--- src/rtl/s2dw_pkg.sv ---
// Shared types and constants of the signed number to digit write core.
`timescale 1ns / 1ps

package s2dw_pkg;

   localparam int VALUE_W     = 16;
   localparam int ADDR_W      = 3;
   localparam int DATA_W      = 8;
   localparam int RSP_TDATA_W = 16;
   localparam int MAG_W       = 14;
   localparam int REM_W       = 10;
   localparam int DIGIT_W     = 4;
   localparam int STEP_W      = 2;

   // Display range
   localparam logic signed [VALUE_W-1:0] UPPER_LIMIT = 16'sd9999;
   localparam logic signed [VALUE_W-1:0] LOWER_LIMIT = -16'sd999;

   // Minus sign code in BCD decode mode
   localparam logic [DATA_W-1:0] SIGN_CODE = 8'd106;

   // Digit register addresses
   localparam logic [ADDR_W-1:0] ADDR_UNITS    = 3'd1;
   localparam logic [ADDR_W-1:0] ADDR_TENS     = 3'd2;
   localparam logic [ADDR_W-1:0] ADDR_HUNDREDS = 3'd3;
   localparam logic [ADDR_W-1:0] ADDR_TOP      = 3'd4;

   // Back end step codes
   localparam logic [STEP_W-1:0] STEP_TOP      = 2'd0;
   localparam logic [STEP_W-1:0] STEP_UNITS    = 2'd1;
   localparam logic [STEP_W-1:0] STEP_TENS     = 2'd2;
   localparam logic [STEP_W-1:0] STEP_HUNDREDS = 2'd3;

   // Reciprocals: x/1000 = (x*16778)>>24 exact for x <= 9999,
   // x/10 = (x*205)>>11 exact for x < 1029
   localparam int          RECIP1000_W = 15;
   localparam int          RECIP1000_SH = 24;
   localparam logic [RECIP1000_W-1:0] RECIP1000 = 15'd16778;
   localparam int          RECIP10_W = 8;
   localparam int          RECIP10_SH = 11;
   localparam logic [RECIP10_W-1:0] RECIP10 = 8'd205;

   // Two-entry queue between front and back
   localparam int QUEUE_DEPTH = 2;
   localparam int QUEUE_PTR_W = 1;
   localparam int QUEUE_CNT_W = 2;

   // Classified request: sign flag, thousands digit, value below thousands
   typedef struct packed {
      logic               neg;
      logic [DIGIT_W-1:0] thou;
      logic [REM_W-1:0]   rem;
   } s2dw_entry_type;

   // Queue status seen by front and back
   typedef struct packed {
      logic full;
      logic empty;
   } s2dw_qstat_type;

endpackage

--- src/rtl/s2dw_queue.sv ---
// Two-entry request queue between the front and back ends.
`timescale 1ns / 1ps

module s2dw_queue (
   input  logic                     clock,
   input  logic                     reset,
   input  logic                     push,
   input  s2dw_pkg::s2dw_entry_type push_entry,
   input  logic                     pop,
   output s2dw_pkg::s2dw_entry_type head,
   output s2dw_pkg::s2dw_qstat_type stat
);

   s2dw_pkg::s2dw_entry_type mem_ff [s2dw_pkg::QUEUE_DEPTH];
   logic [s2dw_pkg::QUEUE_PTR_W-1:0] wr_ptr_ff, wr_ptr_in;
   logic [s2dw_pkg::QUEUE_PTR_W-1:0] rd_ptr_ff, rd_ptr_in;
   logic [s2dw_pkg::QUEUE_CNT_W-1:0] count_ff, count_in;
   logic                             do_push, do_pop;

   assign stat.full  = (count_ff == s2dw_pkg::QUEUE_CNT_W'(s2dw_pkg::QUEUE_DEPTH));
   assign stat.empty = (count_ff == '0);
   assign do_push    = push && !stat.full;
   assign do_pop     = pop && !stat.empty;
   assign head       = mem_ff[rd_ptr_ff];

   // Advance pointers and fill count
   always_comb begin
      wr_ptr_in = do_push ? wr_ptr_ff + 1'b1 : wr_ptr_ff;
      rd_ptr_in = do_pop  ? rd_ptr_ff + 1'b1 : rd_ptr_ff;
      count_in  = count_ff;
      if (do_push && !do_pop) begin
         count_in = count_ff + 1'b1;
      end else if (do_pop && !do_push) begin
         count_in = count_ff - 1'b1;
      end
   end

   always_ff @(posedge clock) begin
      if (reset) begin
         wr_ptr_ff <= '0;
         rd_ptr_ff <= '0;
         count_ff  <= '0;
      end else begin
         wr_ptr_ff <= wr_ptr_in;
         rd_ptr_ff <= rd_ptr_in;
         count_ff  <= count_in;
      end
   end

   // Store pushed entry
   always_ff @(posedge clock) begin
      if (do_push) begin
         mem_ff[wr_ptr_ff] <= push_entry;
      end
   end

endmodule

--- src/rtl/s2dw_front.sv ---
// Front end: accepts numbers, drops out-of-range ones, splits off the top digit.
`timescale 1ns / 1ps

module s2dw_front (
   input  logic                                 req_tvalid,
   output logic                                 req_tready,
   input  logic signed [s2dw_pkg::VALUE_W-1:0]  req_value,
   input  s2dw_pkg::s2dw_qstat_type             qstat,
   output logic                                 push,
   output s2dw_pkg::s2dw_entry_type             push_entry
);

   logic                                    in_range;
   logic                                    neg;
   logic [s2dw_pkg::VALUE_W-1:0]            neg_value;
   logic [s2dw_pkg::MAG_W-1:0]              mag;
   logic [s2dw_pkg::MAG_W+s2dw_pkg::RECIP1000_W-1:0] thou_prod;
   logic [s2dw_pkg::DIGIT_W-1:0]            thou;
   logic [s2dw_pkg::MAG_W-1:0]              thou_scaled;
   logic [s2dw_pkg::MAG_W-1:0]              rem_full;

   // Accept whenever the queue has room; dropped requests are taken without a push
   assign req_tready = !qstat.full;

   // Classify range and sign, take the magnitude
   always_comb begin
      in_range  = (req_value <= s2dw_pkg::UPPER_LIMIT) &&
                  (req_value >= s2dw_pkg::LOWER_LIMIT);
      neg       = req_value[s2dw_pkg::VALUE_W-1];
      neg_value = -req_value;
      mag       = neg ? neg_value[s2dw_pkg::MAG_W-1:0]
                      : req_value[s2dw_pkg::MAG_W-1:0];
   end

   // Split off the thousands digit by reciprocal multiply
   always_comb begin
      thou_prod   = (s2dw_pkg::MAG_W+s2dw_pkg::RECIP1000_W)'(mag) *
                    (s2dw_pkg::MAG_W+s2dw_pkg::RECIP1000_W)'(s2dw_pkg::RECIP1000);
      thou        = thou_prod[s2dw_pkg::RECIP1000_SH +: s2dw_pkg::DIGIT_W];
      thou_scaled = s2dw_pkg::MAG_W'(thou) * s2dw_pkg::MAG_W'(1000);
      rem_full    = mag - thou_scaled;
   end

   assign push            = req_tvalid && req_tready && in_range;
   assign push_entry.neg  = neg;
   assign push_entry.thou = thou;
   assign push_entry.rem  = rem_full[s2dw_pkg::REM_W-1:0];

endmodule

--- src/rtl/s2dw_back.sv ---
// Back end: emits the four digit writes of each queued request, one a cycle while rsp is not stalled.
`timescale 1ns / 1ps

module s2dw_back (
   input  logic                             clock,
   input  logic                             reset,
   input  s2dw_pkg::s2dw_entry_type         head,
   input  s2dw_pkg::s2dw_qstat_type         qstat,
   output logic                             pop,
   output logic                             rsp_tvalid,
   input  logic                             rsp_tready,
   output logic [s2dw_pkg::ADDR_W-1:0]      rsp_addr,
   output logic [s2dw_pkg::DATA_W-1:0]      rsp_data,
   output logic                             rsp_last
);

   logic [s2dw_pkg::STEP_W-1:0]  step_ff, step_in;
   logic [s2dw_pkg::REM_W-1:0]   rem_ff, rem_in;
   logic                         valid_ff, valid_in;
   logic [s2dw_pkg::ADDR_W-1:0]  addr_ff, addr_in;
   logic [s2dw_pkg::DATA_W-1:0]  data_ff, data_in;
   logic                         last_ff, last_in;
   logic                         advance;
   logic [s2dw_pkg::REM_W+s2dw_pkg::RECIP10_W-1:0] quot_prod;
   logic [s2dw_pkg::REM_W-1:0]   quot;
   logic [s2dw_pkg::REM_W-1:0]   digit_full;

   // Output register frees when empty or taken
   assign advance = !valid_ff || rsp_tready;
   assign pop     = advance && (step_ff == s2dw_pkg::STEP_TOP) && !qstat.empty;

   // Peel one decimal digit off the remainder
   always_comb begin
      quot_prod  = (s2dw_pkg::REM_W+s2dw_pkg::RECIP10_W)'(rem_ff) *
                   (s2dw_pkg::REM_W+s2dw_pkg::RECIP10_W)'(s2dw_pkg::RECIP10);
      quot       = s2dw_pkg::REM_W'(quot_prod >> s2dw_pkg::RECIP10_SH);
      digit_full = rem_ff - s2dw_pkg::REM_W'(quot * s2dw_pkg::REM_W'(10));
   end

   // Step through top, units, tens, hundreds
   always_comb begin
      step_in  = step_ff;
      rem_in   = rem_ff;
      valid_in = valid_ff;
      addr_in  = addr_ff;
      data_in  = data_ff;
      last_in  = last_ff;
      if (advance) begin
         case (step_ff)
            s2dw_pkg::STEP_TOP: begin
               valid_in = !qstat.empty;
               if (!qstat.empty) begin
                  addr_in = s2dw_pkg::ADDR_TOP;
                  data_in = head.neg ? s2dw_pkg::SIGN_CODE
                                     : s2dw_pkg::DATA_W'(head.thou);
                  last_in = 1'b0;
                  rem_in  = head.rem;
                  step_in = s2dw_pkg::STEP_UNITS;
               end
            end
            s2dw_pkg::STEP_UNITS: begin
               valid_in = 1'b1;
               addr_in  = s2dw_pkg::ADDR_UNITS;
               data_in  = s2dw_pkg::DATA_W'(digit_full[s2dw_pkg::DIGIT_W-1:0]);
               last_in  = 1'b0;
               rem_in   = quot;
               step_in  = s2dw_pkg::STEP_TENS;
            end
            s2dw_pkg::STEP_TENS: begin
               valid_in = 1'b1;
               addr_in  = s2dw_pkg::ADDR_TENS;
               data_in  = s2dw_pkg::DATA_W'(digit_full[s2dw_pkg::DIGIT_W-1:0]);
               last_in  = 1'b0;
               rem_in   = quot;
               step_in  = s2dw_pkg::STEP_HUNDREDS;
            end
            s2dw_pkg::STEP_HUNDREDS: begin
               valid_in = 1'b1;
               addr_in  = s2dw_pkg::ADDR_HUNDREDS;
               data_in  = s2dw_pkg::DATA_W'(digit_full[s2dw_pkg::DIGIT_W-1:0]);
               last_in  = 1'b1;
               rem_in   = quot;
               step_in  = s2dw_pkg::STEP_TOP;
            end
            default: begin
               step_in = s2dw_pkg::STEP_TOP;
            end
         endcase
      end
   end

   always_ff @(posedge clock) begin
      if (reset) begin
         step_ff  <= s2dw_pkg::STEP_TOP;
         valid_ff <= 1'b0;
      end else begin
         step_ff  <= step_in;
         valid_ff <= valid_in;
      end
   end

   // Payload registers
   always_ff @(posedge clock) begin
      rem_ff  <= rem_in;
      addr_ff <= addr_in;
      data_ff <= data_in;
      last_ff <= last_in;
   end

   assign rsp_tvalid = valid_ff;
   assign rsp_addr   = addr_ff;
   assign rsp_data   = data_ff;
   assign rsp_last   = last_ff;

endmodule

--- src/rtl/signed_number_to_digit_writes_core.sv ---
// Top level of the signed number to digit register write core.
//
//   channel | direction | payload
//   req     | in        | tdata[15:0] value (signed)
//   rsp     | out       | tdata[2:0] digit_address, tdata[10:3] digit_data; tlast last_write
//
// An in-range number gives four writes, emitted by the back end one write a cycle while
// rsp is not stalled. Out-of-range numbers are taken and give nothing.
// The front accepts a number each cycle while the two-entry queue has room.
// Reset clears the queue and the output register; a stall on rsp holds the back end
// while the front keeps filling the queue.
`timescale 1ns / 1ps

module signed_number_to_digit_writes_core (
   input  logic                                clock,
   input  logic                                reset,
   input  logic                                req_tvalid,
   output logic                                req_tready,
   input  logic [s2dw_pkg::VALUE_W-1:0]        req_tdata,   // [15:0] value
   output logic                                rsp_tvalid,
   input  logic                                rsp_tready,
   output logic [s2dw_pkg::RSP_TDATA_W-1:0]    rsp_tdata,   // [2:0] address, [10:3] data
   output logic                                rsp_tlast
);

   s2dw_pkg::s2dw_entry_type     push_entry;
   s2dw_pkg::s2dw_entry_type     head;
   s2dw_pkg::s2dw_qstat_type     qstat;
   logic                         push;
   logic                         pop;
   logic [s2dw_pkg::ADDR_W-1:0]  rsp_addr;
   logic [s2dw_pkg::DATA_W-1:0]  rsp_data;
   logic                         rsp_last_w;

   s2dw_front u_front (
      .req_tvalid (req_tvalid),
      .req_tready (req_tready),
      .req_value  ($signed(req_tdata)),
      .qstat      (qstat),
      .push       (push),
      .push_entry (push_entry)
   );

   s2dw_queue u_queue (
      .clock      (clock),
      .reset      (reset),
      .push       (push),
      .push_entry (push_entry),
      .pop        (pop),
      .head       (head),
      .stat       (qstat)
   );

   s2dw_back u_back (
      .clock      (clock),
      .reset      (reset),
      .head       (head),
      .qstat      (qstat),
      .pop        (pop),
      .rsp_tvalid (rsp_tvalid),
      .rsp_tready (rsp_tready),
      .rsp_addr   (rsp_addr),
      .rsp_data   (rsp_data),
      .rsp_last   (rsp_last_w)
   );

   // Pack response fields, zero fill to whole bytes
   assign rsp_tdata = {{(s2dw_pkg::RSP_TDATA_W-s2dw_pkg::DATA_W-s2dw_pkg::ADDR_W){1'b0}},
                       rsp_data, rsp_addr};
   assign rsp_tlast = rsp_last_w;

endmodule

--- config.mk ---
export PLATFORM = sky130hd
export DESIGN_NAME = signed_number_to_digit_writes_core
export DESIGN_NICKNAME = d
export VERILOG_FILES = /design/src/rtl/s2dw_pkg.sv /design/src/rtl/s2dw_queue.sv /design/src/rtl/s2dw_front.sv /design/src/rtl/s2dw_back.sv /design/src/rtl/signed_number_to_digit_writes_core.sv
export SDC_FILE = /design/constraint.sdc
export NUM_CORES = 1
export LEC_CHECK = 0
export ABC_AREA = 1
export BUFFER_PORTS_ARGS = -buffer_cell sky130_fd_sc_hd__buf_2
export CAP_MARGIN = 10
export CORE_MARGIN = 2
export CORE_UTILIZATION = 50
export DETAILED_ROUTE_END_ITERATION = 7
export GPL_TIMING_DRIVEN = 0
export PLACE_DENSITY = 0.67
export REMOVE_ABC_BUFFERS = 1
export SYNTH_ARGS = -nofsm -noshare
export SYNTH_HDL_FRONTEND = slang
export SYNTH_SLANG_ARGS = --single-unit
--- constraint.sdc ---
create_clock -name clock -period 21.4 [get_ports clock]
set_input_delay 4.28 -clock clock [delete_from_list [all_inputs] [get_ports clock]]
set_output_delay 4.28 -clock clock [all_outputs]
set_load 0.01 [all_outputs]
==> results of run 1 <==
==> critical path, delay by kind of cell <==
kind | cells | cell delay [ps]
and+or+nand+nor | 13 | 1410
AOI/OAI and AO/OA | 4 | 450
buffers and inverters | 7 | 630
adders and majority gates | 12 | 4570
xor gates and xnor gates | 2 | 860
==> cell type report <==
| class | instances | area [sq um] | share of cell area |
|---|---|---|---|
| clock buffers | 12 | 236.5 | 0.02935 |
| clock inverters | 4 | 43.79 | 0.005435 |
| inverters | 198 | 744.5 | 0.09239 |
| multi-input cells | 626 | 4989 | 0.6191 |
| flip-flops and latches | 57 | 1632 | 0.2025 |
| well taps | 184 | 230.2 | 0.02857 |
| repair buffers | 34 | 182.7 | 0.02267 |
==> routing by layer <==
layer | vias up | part of all wire
met5 | - | 0
met4 | 0 | 0.013
met3 | 17 | 0.027
met2 | 80 | 0.47
met1 | 2489 | 0.49
li1 | 2940 | -
==> flip-flops by register name, indices dropped and copies added, names as in the netlist, named ones only <==
name               cells
u_back.step_ff         2
u_back.rem_ff         10
u_back.rsp_last        1
u_back.rsp_data        5
u_queue.mem_ff        30
u_queue.rd_ptr_ff      1
u_back.rsp_tvalid      1
u_queue.wr_ptr_ff      1
u_back.rsp_addr        3
u_queue.count_ff       2
==> through the flow <==
stage	worst slack (ps)	hold WS [ps]	cells
after floorplan	10230	447.4	881
after global placement	8794	456.4	1096
after detailed placement	8872	472.1	1099
after global routing	8744	507.0	1115
final	9256	484.5	1115
after CTS	9220	480.1	1115
==> cell usage in the layout, fill, tap and decap left out, drive strengths merged, types with 7 or more instances in the layout <==
cell    count
ha        155
nand4       8
nand3      43
o21ai      42
conb        7
xnor2       8
dfxtp       8
inv       196
nand2     148
xor2       13
clkbuf     12
buf        34
fa         43
nor2       80
a21oi      40
edfxtp     49
==> cells by family (layout without fill, tap and decap cells) <==
logic type,Yosys count,in the layout,synth area share
AND/OR/NAND/NOR,292,292,0.1743
buffers and inverters,213,248,0.1127
adder cells (fa/ha/maj),198,198,0.3770
AO/OA/AOI/OAI,106,106,0.08287
flip-flops,57,57,0.2196
XOR/XNOR,21,21,0.03032
multiplexers,2,2,0.002695
other,1,7,0.0005048
==> worst paths after layout <==
check | cells past startpoint | from | to
min | 2 | u_queue.rd_ptr_ff | u_queue.rd_ptr_ff
max | 38 | req_tdata[0] | u_queue.mem_ff[1][9]
min reg2reg | 2 | u_queue.rd_ptr_ff | u_queue.rd_ptr_ff
max reg2reg | 17 | u_back.rem_ff[2] | u_back.rsp_data[2]
==> qor_table.md, run 1 <==
| Quantity | Value | Unit |
| --- | --- | --- |
| Core Area | 14530 | sq um |
| Commonest cells post-synth | sky130_fd_sc_hd__inv_1 (190), sky130_fd_sc_hd__ha_1 (155), sky130_fd_sc_hd__nand2_1 (134) | - |
| Number of standard-cell rows in the floorplan | 44 | - |
| Number of violations reported at the end of detailed-routing iteration 0 | 304 | - |
| Most frequent CP cell | sky130_fd_sc_hd__ha_1 | - |
| Die height | 125.9 | um |
| Final Net Count | 1144 | - |
| Fraction of met3 tracks used by global routing | 0.02251 | - |
| Number of enable-type register cells in the synthesized netlist | 49 | - |
| Number of distinct library cells after synthesis | 51 | - |
| Count of fill cells added during filler insertion | 1392 | - |
| Critical Path Slowest Stage Cell | sky130_fd_sc_hd__xor2_1 | - |
| Via-to-Cell Ratio | 4.956 | - |
| Width of the die | 125.9 | um |
| #FFs+latches synth | 57 | - |
| First-pass GRT wire length | 25010 | um |
| I/O pin cnt | 39 | - |
| Share of synthesized area occupied by flip-flops and latches | 0.2196 | - |
| Peak clock frequency supported by timing | 82.34 | MHz |
| Clock root buffer | sky130_fd_sc_hd__clkbuf_16 | - |
| Routed length per placed instance | 13.02 | um |
| Category of the critical setup timing path | input pin to register | - |
| Clock transition at the registers of the reported paths | 50 | ps |
| Busiest layer in global routing | met2 | - |
| Fraction of layout cells with a size suffix above 1 | 0.1020 | - |
| Buffers inserted during post-CTS setup optimization | 0 | - |
| Sum of routed wire length over all layers | 14510 | um |
| Worst Max-Slew Pin Slew | 1174 | ps |
| Met2 Track Usage GR | 0.3321 | - |
| Synth warn | 0 | - |
| Clock sink count | 57 | - |
| Area share of the leading cell type in the synthesized netlist | 0.2611 | - |
| Biggest fanout along the worst timing path | 7 | - |
| First drt pass iteration count | 6 | - |
| Endpoint kind of the worst setup timing path | register | - |
| Antenna diodes | 0 | - |
| Largest stage delay on the critical path | 670 | ps |
| Final Hold Fails | 0 | - |
| Die outline area | 15850 | sq um |
| Final Util | 0.5544 | - |
| Post-Place Cell Area | 7775 | sq um |
| Unrepaired setup endpoints after global routing | no | - |
| Largest net degree at the start of global routing | 21 | - |
| Fin Setup TNS | 0 | ps |
| Commonest register cell after synthesis | sky130_fd_sc_hd__edfxtp_1 | - |
| Met1 usage | 0.2646 | - |
| Worst clock skew | 6.948 | ps |
| Number of buffers inserted during clock tree synthesis | 9 | - |
| Avg Inst Size Synth | 8.346 | sq um |
| Clock buffer depth | 2 | - |
| Initial antenna violation count | 0 | - |
| Reg2reg setup slack | 16580 | ps |
| Area delta synth->final | 8.472 | % |
| Required time reported for the critical path endpoint | 21460 | ps |
| Gp weighted congestion | 0.9060 | - |
| Count of pins over their slew limit | 0 | - |
| H-tree level count | 3 | - |
| Number of global-route vias before repair | 5505 | - |
| Hold bufs inserted after CTS | 0 | - |
| Summed instance area of the synthesized netlist | 7428 | sq um |
| Share of the cycle needed by the critical path after routing | 0.5675 | - |
| Classification of the worst-slack hold path | register to register | - |
| Antenna viol nets, final | 0 | - |
| Most used standard cell by instance count after synthesis | sky130_fd_sc_hd__inv_1 | - |
| Area contributors post-synth | sky130_fd_sc_hd__ha_1 (26%), sky130_fd_sc_hd__edfxtp_1 (20%), sky130_fd_sc_hd__fa_1 (12%) | - |
| Number of setup violations in the final report | 0 | - |
| HPWL reported at the end of detailed placement | 12210 | um |
| Top cell type by total area after synthesis | sky130_fd_sc_hd__ha_1 | - |
| Kind of launch point of the worst setup path | input pin | - |
| Remaining Overflow, GRT | 0 | - |
| Worst-skew pair later-pin latency | 320 | ps |
| Result of the run | finished clean | - |
| TritonCTS clock tree | yes | - |
| Share of flip-flops with an asynchronous set or reset | 0 | - |
| Post-CTS sizing | 0 | - |
| Slew margin rel. | 0.2090 | - |
| Final instance area | 8058 | sq um |
| Max-cap viol count | 0 | - |
| Signal arrival time at the worst endpoint | 12210 | ps |
| Count of port buffers added during placement | 31 | - |
| Gate count of the mapped netlist | 890 | - |
| Starting density of the core | 0.5111 | - |
| Minimum period implied by the final worst setup slack | 12140 | ps |
| DRC viols | 0 | - |
| Total global routing track utilization | 0.1930 | - |
| Via Count | 5526 | - |
Power of run 1 is not shown: default switching activity piles up to over one toggle a cycle in this logic, so the estimate is an artifact.
==> run 2, diff against run 1 <==
--- a/config.mk
+++ b/config.mk
@@ -5,14 +5,14 @@
 export SDC_FILE = /design/constraint.sdc
 export NUM_CORES = 1
 export LEC_CHECK = 0
-export ABC_AREA = 1
+export ABC_AREA = 0
 export BUFFER_PORTS_ARGS = -buffer_cell sky130_fd_sc_hd__buf_2
 export CAP_MARGIN = 10
 export CORE_MARGIN = 2
 export CORE_UTILIZATION = 50
 export DETAILED_ROUTE_END_ITERATION = 7
 export GPL_TIMING_DRIVEN = 0
-export PLACE_DENSITY = 0.67
+export PLACE_DENSITY = 0.7
 export REMOVE_ABC_BUFFERS = 1
 export SYNTH_ARGS = -nofsm -noshare
 export SYNTH_HDL_FRONTEND = slang
==> constraint.sdc (replaced) <==
create_clock -name clock -period 10.4 [get_ports clock]
set_input_delay 2.08 -clock clock [delete_from_list [all_inputs] [get_ports clock]]
set_output_delay 2.08 -clock clock [all_outputs]
set_load 0.01 [all_outputs]
==> run 2 against run 1 <==
Compared with the run above:
- sequential share of layout area grew 1.2 points
- clock-buffer cell count grew 1
- area after synthesis shrank 8.7%
==> qor_table.md, run 2 <==
| Quantity | Value | Unit | vs previous |
| --- | --- | --- | --- |
| Result of the run | finished clean | - | unchanged |
| Number of violations reported at the end of detailed-routing iteration 0 | 131 | - | was 304 |
| Share of synthesized area occupied by flip-flops and latches | 0.2407 | - | was 0.2196 |
| Post-Place Cell Area | 7113 | sq um | was 7775 sq um |
| Clock buffer depth | 2 | - | unchanged |
| Number of global-route vias before repair | 4900 | - | was 5505 |
| Most used standard cell by instance count after synthesis | sky130_fd_sc_hd__ha_1 | - | was sky130_fd_sc_hd__inv_1 |
| Number of enable-type register cells in the synthesized netlist | 49 | - | unchanged |
| Post-synthesis simple-gate area fraction | 0.07678 | - | was 0.1743 |
| Kind of launch point of the worst setup path | input pin | - | unchanged |
| #FFs+latches synth | 57 | - | unchanged |
| Clock root buffer | sky130_fd_sc_hd__clkbuf_16 | - | unchanged |
| Slew margin rel. | 0.3545 | - | was 0.2090 |
| Initial antenna violation count | 0 | - | unchanged |
| Fraction of layout cells with a size suffix above 1 | 0.1337 | - | was 0.1020 |
| Count of pins over their slew limit | 0 | - | unchanged |
| Clock sink count | 57 | - | unchanged |
| Via Count | 4618 | - | was 5526 |
| HPWL reported at the end of detailed placement | 10890 | um | was 12210 um |
| Depth of the worst hold-timing path | 2 | - | unchanged |
| Die height | 120.4 | um | was 125.9 um |
| Remaining Overflow, GRT | 0 | - | unchanged |
| Max-cap viol count | 0 | - | unchanged |
| Category of the critical setup timing path | input pin to register | - | unchanged |
| Clock transition at the registers of the reported paths | 50 | ps | about the same |
| Top cell type by total area after synthesis | sky130_fd_sc_hd__ha_1 | - | unchanged |
| Commonest cells after routing, fill and taps aside | sky130_fd_sc_hd__ha_1 (155), sky130_fd_sc_hd__inv_1 (129), sky130_fd_sc_hd__edfxtp_1 (49) | - | was sky130_fd_sc_hd__inv_1 (190), sky130_fd_sc_hd__ha_1 (155), sky130_fd_sc_hd__nand2_1 (134) |
| I/O pin cnt | 39 | - | unchanged |
| Synth warn | 0 | - | unchanged |
| Antenna diodes | 0 | - | unchanged |
| DRC viols | 0 | - | unchanged |
| Routed length per placed instance | 14.89 | um | was 13.02 um |
| Sum of routed wire length over all layers | 13090 | um | was 14510 um |
| Endpoint kind of the worst setup timing path | register | - | unchanged |
| Width of the die | 120.4 | um | was 125.9 um |
| Avg Inst Size Synth | 10.38 | sq um | was 8.346 sq um |
| First drt pass iteration count | 5 | - | was 6 |
| Gp weighted congestion | 0.8932 | - | was 0.9060 |
| Count of fill cells added during filler insertion | 1118 | - | was 1392 |
| XOR/XNOR Fraction of Synth Area | 0.06866 | - | was 0.03032 |
| Antenna viol nets, final | 0 | - | unchanged |
| Die outline area | 14510 | sq um | was 15850 sq um |
| Total global routing track utilization | 0.1935 | - | was 0.1930 |
| Peak clock frequency supported by timing | 98.92 | MHz |  |
| Largest net degree at the start of global routing | 22 | - | was 21 |
| Register-to-Register Path Depth | 18 | - | was 17 |
| Most frequent CP cell | sky130_fd_sc_hd__ha_1 | - | unchanged |
| Signal arrival time at the worst endpoint | 10170 | ps | was 12210 ps |
| Share of flip-flops with an asynchronous set or reset | 0 | - | unchanged |
| Final Net Count | 916 | - | was 1144 |
| Number of flip-flops in the largest register | 30 | - | unchanged |
| Number of standard-cell rows in the floorplan | 42 | - | was 44 |
| Minimum period implied by the final worst setup slack | 10110 | ps |  |
| Area contributors post-synth | sky130_fd_sc_hd__ha_1 (29%), sky130_fd_sc_hd__edfxtp_1 (22%), sky130_fd_sc_hd__fa_1 (13%) | - | was sky130_fd_sc_hd__ha_1 (26%), sky130_fd_sc_hd__edfxtp_1 (20%), sky130_fd_sc_hd__fa_1 (12%) |
| Critical Path Slowest Stage Cell | sky130_fd_sc_hd__fa_1 | - | was sky130_fd_sc_hd__xor2_1 |
| Dominant combinational cell family by area after synthesis | adder cells | - | unchanged |
| Required time reported for the critical path endpoint | 10470 | ps | was 21460 ps |
| Worst clock skew | 5.856 | ps | was 6.948 ps |
| Commonest register cell after synthesis | sky130_fd_sc_hd__edfxtp_1 | - | unchanged |
| Largest stage delay on the critical path | 530 | ps | was 670 ps |
| Worst Max-Slew Pin Slew | 958.1 | ps | was 1174 ps |
| Starting density of the core | 0.5119 | - | was 0.5111 |
| Count of port buffers added during placement | 31 | - | unchanged |
| Number of setup violations in the final report | 0 | - | unchanged |
| Number of buffers inserted during clock tree synthesis | 9 | - | unchanged |
| Number of distinct library cells after synthesis | 62 | - | was 51 |
| Post-synthesis share of cell area spent on full adders, half adders and majority gates | 0.4160 | - | was 0.3770 |
| Biggest fanout along the worst timing path | 4 | - | was 7 |
| Hold Worst Slack | 510.4 | ps | was 484.5 ps |
| Final instance area | 7602 | sq um | was 8058 sq um |
| TritonCTS clock tree | yes | - | unchanged |
| Unrepaired setup endpoints after global routing | no | - | unchanged |
| Core Area | 13240 | sq um | was 14530 sq um |
| Area delta synth->final | 12.14 | % | was 8.472% |
| Classification of the worst-slack hold path | register to register | - | unchanged |
| Via-to-Cell Ratio | 5.254 | - | was 4.956 |
| Worst-skew pair later-pin latency | 330 | ps | was 320 ps |
| First-pass GRT wire length | 22180 | um | was 25010 um |
| Share of cell area taken by muxes after synthesis | 0.01993 | - | was 0.002695 |
| H-tree level count | 3 | - | unchanged |
| Summed instance area of the synthesized netlist | 6779 | sq um | was 7428 sq um |
| Commonest cells post-synth | sky130_fd_sc_hd__ha_1 (155), sky130_fd_sc_hd__inv_1 (131), sky130_fd_sc_hd__edfxtp_1 (49) | - | was sky130_fd_sc_hd__inv_1 (190), sky130_fd_sc_hd__ha_1 (155), sky130_fd_sc_hd__nand2_1 (134) |
| Gate count of the mapped netlist | 653 | - | was 890 |
| Share of the cycle needed by the critical path after routing | 0.9720 | - |  |
| Area share of the leading cell type in the synthesized netlist | 0.2861 | - | was 0.2611 |
| Compound-cell area share of the yosys netlist | 0.09155 | - | was 0.08287 |
| Most flops, register | u_queue.mem_ff | - | unchanged |
| Most common library cell in the layout ignoring fill and taps | sky130_fd_sc_hd__ha_1 | - | was sky130_fd_sc_hd__inv_1 |
| Final Hold Fails | 0 | - | unchanged |
==> run 2: layout make-up <==
| cell class | count | area, sq um | share of cell area |
|---|---|---|---|
| timing repair buffer | 42 | 245.2 | 0.03226 |
| inverter | 133 | 499.2 | 0.06567 |
| sequential | 57 | 1632 | 0.2146 |
| clock inverter | 3 | 21.27 | 0.002798 |
| tap | 176 | 220.2 | 0.02897 |
| multi-input combinational | 455 | 4703 | 0.6187 |
| clock buffer | 13 | 281.5 | 0.03703 |
==> run 2: cells by family after synthesis <==
| logic type | count (synthesis) |
|---|---|
| adders and majority gates | 200 |
| buffers and inverters | 147 |
| and+or+nand+nor | 95 |
| AOI/OAI and AO/OA | 89 |
| DFF | 57 |
| xor gates and xnor gates | 51 |
| muxes | 13 |
| other | 1 |
==> run 2: worst max-delay path: cells and delay by family <==
kind,cells,cell delay [ps]
adder cells (fa/ha/maj),11,3980
AND/OR/NAND/NOR,4,1270
buffers and inverters,5,370
XOR/XNOR,5,860
AO/OA/AOI/OAI,8,1590
==> run 2: metal layers <==
layer	vias to the layer above	track usage	wire length (um)
li1	2306	-	-
met1	2211	0.2145	5482
met2	73	0.3686	6919
met3	28	0.02406	299
met4	0	0.08212	385
met5	-	0	0
==> run 2: repair_timing <==
item	4_1_cts	5_1_grt
pin swaps	3	6
setup buffers	6	3
endpoints found under the setup margin	2	2
gates resized for setup	7	15
hold buffers	0	0
gates cloned	0	0
==> run 2: final timing paths <==
path                  startpoint                   end  slack [ps]
max                 req_tdata[5]  u_queue.mem_ff[1][9]         290
min          u_queue.count_ff[1]   u_queue.count_ff[1]         510
max reg2reg     u_back.rem_ff[3]    u_back.rsp_data[3]        5060
min reg2reg  u_queue.count_ff[1]   u_queue.count_ff[1]         510
==> run 2: metrics by stage <==
step / setup TNS [ps] / std cells / utilization / worst slack [ps]
finish: 0 / 879 / 0.5741 / 291.0
floorplan: 0 / 645 / - / 260.7
global route: 0 / 879 / 0.5741 / 3.592
detailed placement: -2551 / 853 / 0.5371 / -787.6
global placement: -1226 / 852 / 0.5357 / -550.2
CTS: 0 / 875 / 0.5670 / 9.619
Power of run 2 is left out for the same reason.
==> run 3, diff against run 2 <==
--- a/config.mk
+++ b/config.mk
@@ -9,10 +9,10 @@
 export BUFFER_PORTS_ARGS = -buffer_cell sky130_fd_sc_hd__buf_2
 export CAP_MARGIN = 10
 export CORE_MARGIN = 2
-export CORE_UTILIZATION = 50
+export CORE_UTILIZATION = 56
 export DETAILED_ROUTE_END_ITERATION = 7
 export GPL_TIMING_DRIVEN = 0
-export PLACE_DENSITY = 0.7
+export PLACE_DENSITY = 0.77
 export REMOVE_ABC_BUFFERS = 1
 export SYNTH_ARGS = -nofsm -noshare
 export SYNTH_HDL_FRONTEND = slang
==> run 3 against run 2 <==
Compared with the run above:
- register-to-register slack worse by 170 ps
- critical path depth stayed put
- worst hold slack worse by 11 ps
- design area hardly changed
- sequential share of layout area hardly changed
- die area is 10% lower
- clock-buffer cell count is 4 lower
- via count is 2.5% higher
- clock skew hardly changed
- fmax hardly changed
- largest cell class unchanged
==> qor_table.md, run 3 (synthesis results as in run 2) <==
| Quantity | Value | Unit | vs previous |
| --- | --- | --- | --- |
| Endpoint kind of the worst setup timing path | register | - | unchanged |
| Most common library cell in the layout ignoring fill and taps | sky130_fd_sc_hd__ha_1 | - | unchanged |
| Hold bufs inserted after CTS | 0 | - | unchanged |
| Count of port buffers added during placement | 31 | - | unchanged |
| Most flops, register | u_queue.mem_ff | - | unchanged |
| Final Hold Fails | 0 | - | unchanged |
| Die outline area | 13000 | sq um | was 14510 sq um |
| Clock transition at the registers of the reported paths | 50 | ps | about the same |
| Final instance area | 7597 | sq um | was 7602 sq um |
| Remaining Overflow, GRT | 0 | - | unchanged |
| Commonest cells after routing, fill and taps aside | sky130_fd_sc_hd__ha_1 (155), sky130_fd_sc_hd__inv_1 (129), sky130_fd_sc_hd__edfxtp_1 (49) | - | unchanged |
| Clock buffer depth | 2 | - | unchanged |
| H-tree level count | 3 | - | unchanged |
| Area delta synth->final | 12.07 | % | was 12.14% |
| Most frequent CP cell | sky130_fd_sc_hd__ha_1 | - | unchanged |
| Biggest fanout along the worst timing path | 4 | - | unchanged |
| Post-Place Cell Area | 7077 | sq um | was 7113 sq um |
| Via-to-Cell Ratio | 5.562 | - | was 5.254 |
| Via Count | 4733 | - | was 4618 |
| Count of pins over their slew limit | 0 | - | unchanged |
| Number of violations reported at the end of detailed-routing iteration 0 | 197 | - | was 131 |
| Width of the die | 114.0 | um | was 120.4 um |
| Kind of launch point of the worst setup path | input pin | - | unchanged |
| HPWL reported at the end of detailed placement | 10810 | um | was 10890 um |
| Number of flip-flops in the largest register | 30 | - | unchanged |
| Multi-input combinational cell area | 4696 | sq um | was 4703 sq um |
| Die height | 114.0 | um | was 120.4 um |
| Register area | 1632 | sq um | unchanged |
| Critical Path Slowest Stage Cell | sky130_fd_sc_hd__fa_1 | - | unchanged |
| I/O pin cnt | 39 | - | unchanged |
| Peak clock frequency supported by timing | 98.84 | MHz | was 98.92 MHz |
| Clock sink count | 57 | - | unchanged |
| Result of the run | finished clean | - | unchanged |
| Signal arrival time at the worst endpoint | 10170 | ps | about the same |
| Slew margin rel. | 0.3488 | - | was 0.3545 |
| Antenna viol nets, final | 0 | - | unchanged |
| Total global routing track utilization | 0.2193 | - | was 0.1935 |
| Sum of routed wire length over all layers | 13610 | um | was 13090 um |
| Worst Max-Slew Pin Slew | 966.6 | ps | was 958.1 ps |
| Category of the critical setup timing path | input pin to register | - | unchanged |
| Hold Worst Slack | 499.1 | ps | was 510.4 ps |
| Number of setup violations in the final report | 0 | - | unchanged |
| TritonCTS clock tree | yes | - | unchanged |
| Fraction of layout cells with a size suffix above 1 | 0.1307 | - | was 0.1337 |
| Classification of the worst-slack hold path | register to register | - | unchanged |
| Gp weighted congestion | 0.8313 | - | was 0.8932 |
| Number of global-route vias before repair | 4936 | - | was 4900 |
| Worst clock skew | 5.561 | ps | was 5.856 ps |
| Final Non-Filler Cells | 851 | - | was 879 |
| Starting density of the core | 0.5691 | - | was 0.5119 |
| Core Area | 11910 | sq um | was 13240 sq um |
| Number of buffers inserted during clock tree synthesis | 9 | - | unchanged |
| Placed instance count | 824 | - | was 853 |
| Count of fill cells added during filler insertion | 933 | - | was 1118 |
| Max-cap viol count | 0 | - | unchanged |
| First drt pass iteration count | 5 | - | unchanged |
| Fin Setup TNS | 0 | ps | unchanged |
| Largest stage delay on the critical path | 530 | ps | about the same |
| DRC viols | 0 | - | unchanged |
| Required time reported for the critical path endpoint | 10450 | ps | was 10470 ps |
| Antenna diodes | 0 | - | unchanged |
| Final Net Count | 917 | - | was 916 |
| Routed length per placed instance | 15.99 | um | was 14.89 um |
| Clock root buffer | sky130_fd_sc_hd__clkbuf_16 | - | unchanged |
| Minimum period implied by the final worst setup slack | 10120 | ps | was 10110 ps |
| Number of standard-cell rows in the floorplan | 40 | - | was 42 |
| Worst-skew pair later-pin latency | 320 | ps | was 330 ps |
| Share of the cycle needed by the critical path after routing | 0.9729 | - | was 0.9720 |
| Initial antenna violation count | 1 | - | was 0 |
| Largest net degree at the start of global routing | 22 | - | unchanged |
| First-pass GRT wire length | 22650 | um | was 22180 um |
run 3: final timing paths:
path	slack, ps	to	from	cells after the start
worst max-delay path	280	u_queue.mem_ff[0][9]	req_tdata[7]	33
worst min-delay path	500	u_queue.rd_ptr_ff	u_queue.rd_ptr_ff	2
worst max register to register	4890	u_back.rsp_data[3]	u_back.rem_ff[3]	18
worst min register to register	500	u_queue.rd_ptr_ff	u_queue.rd_ptr_ff	2
run 3: critical path, delay by kind of cell:
kind | cells | cell delay, ps
fa+ha+maj | 11 | 3960
compound gates | 8 | 1570
simple gates | 4 | 1280
xor+xnor | 5 | 910
buf+inv | 5 | 350
run 3: metal layers:
layer / GRT usage / vias up / routed length, um
met5: 0 / - / 0
met4: 0.06667 / 0 / 246
met3: 0.03188 / 20 / 511
met2: 0.4147 / 101 / 7276
met1: 0.2549 / 2303 / 5571
li1: - / 2309 / -
run 3: final cells by class:
type,instances,area share
multi-input combinational,455,0.6181
sequential,57,0.2148
inverter,133,0.06571
timing repair buffer,43,0.03327
clock buffer,9,0.02964
tap,147,0.02421
clock inverter,7,0.01433
run 3: stage by stage:
step	setup WS [ps]	utilization
3_5_place_dp	-671.9	0.5941
2_1_floorplan	260.7	-
5_1_grt	-55.56	0.6378
6_report	282.2	0.6378
3_3_place_gp	-472.5	0.5925
4_1_cts	23.63	0.6271
run 3: timing repair:
| action | CTS | global route |
|---|---|---|
| setup buffers | 4 | 6 |
| hold endpoints to repair | 0 | 0 |
| pin swaps | 3 | 7 |
| resized for setup | 4 | 15 |
| endpoints found under the setup margin | 2 | 2 |
Power of run 3 is left out for the same reason.
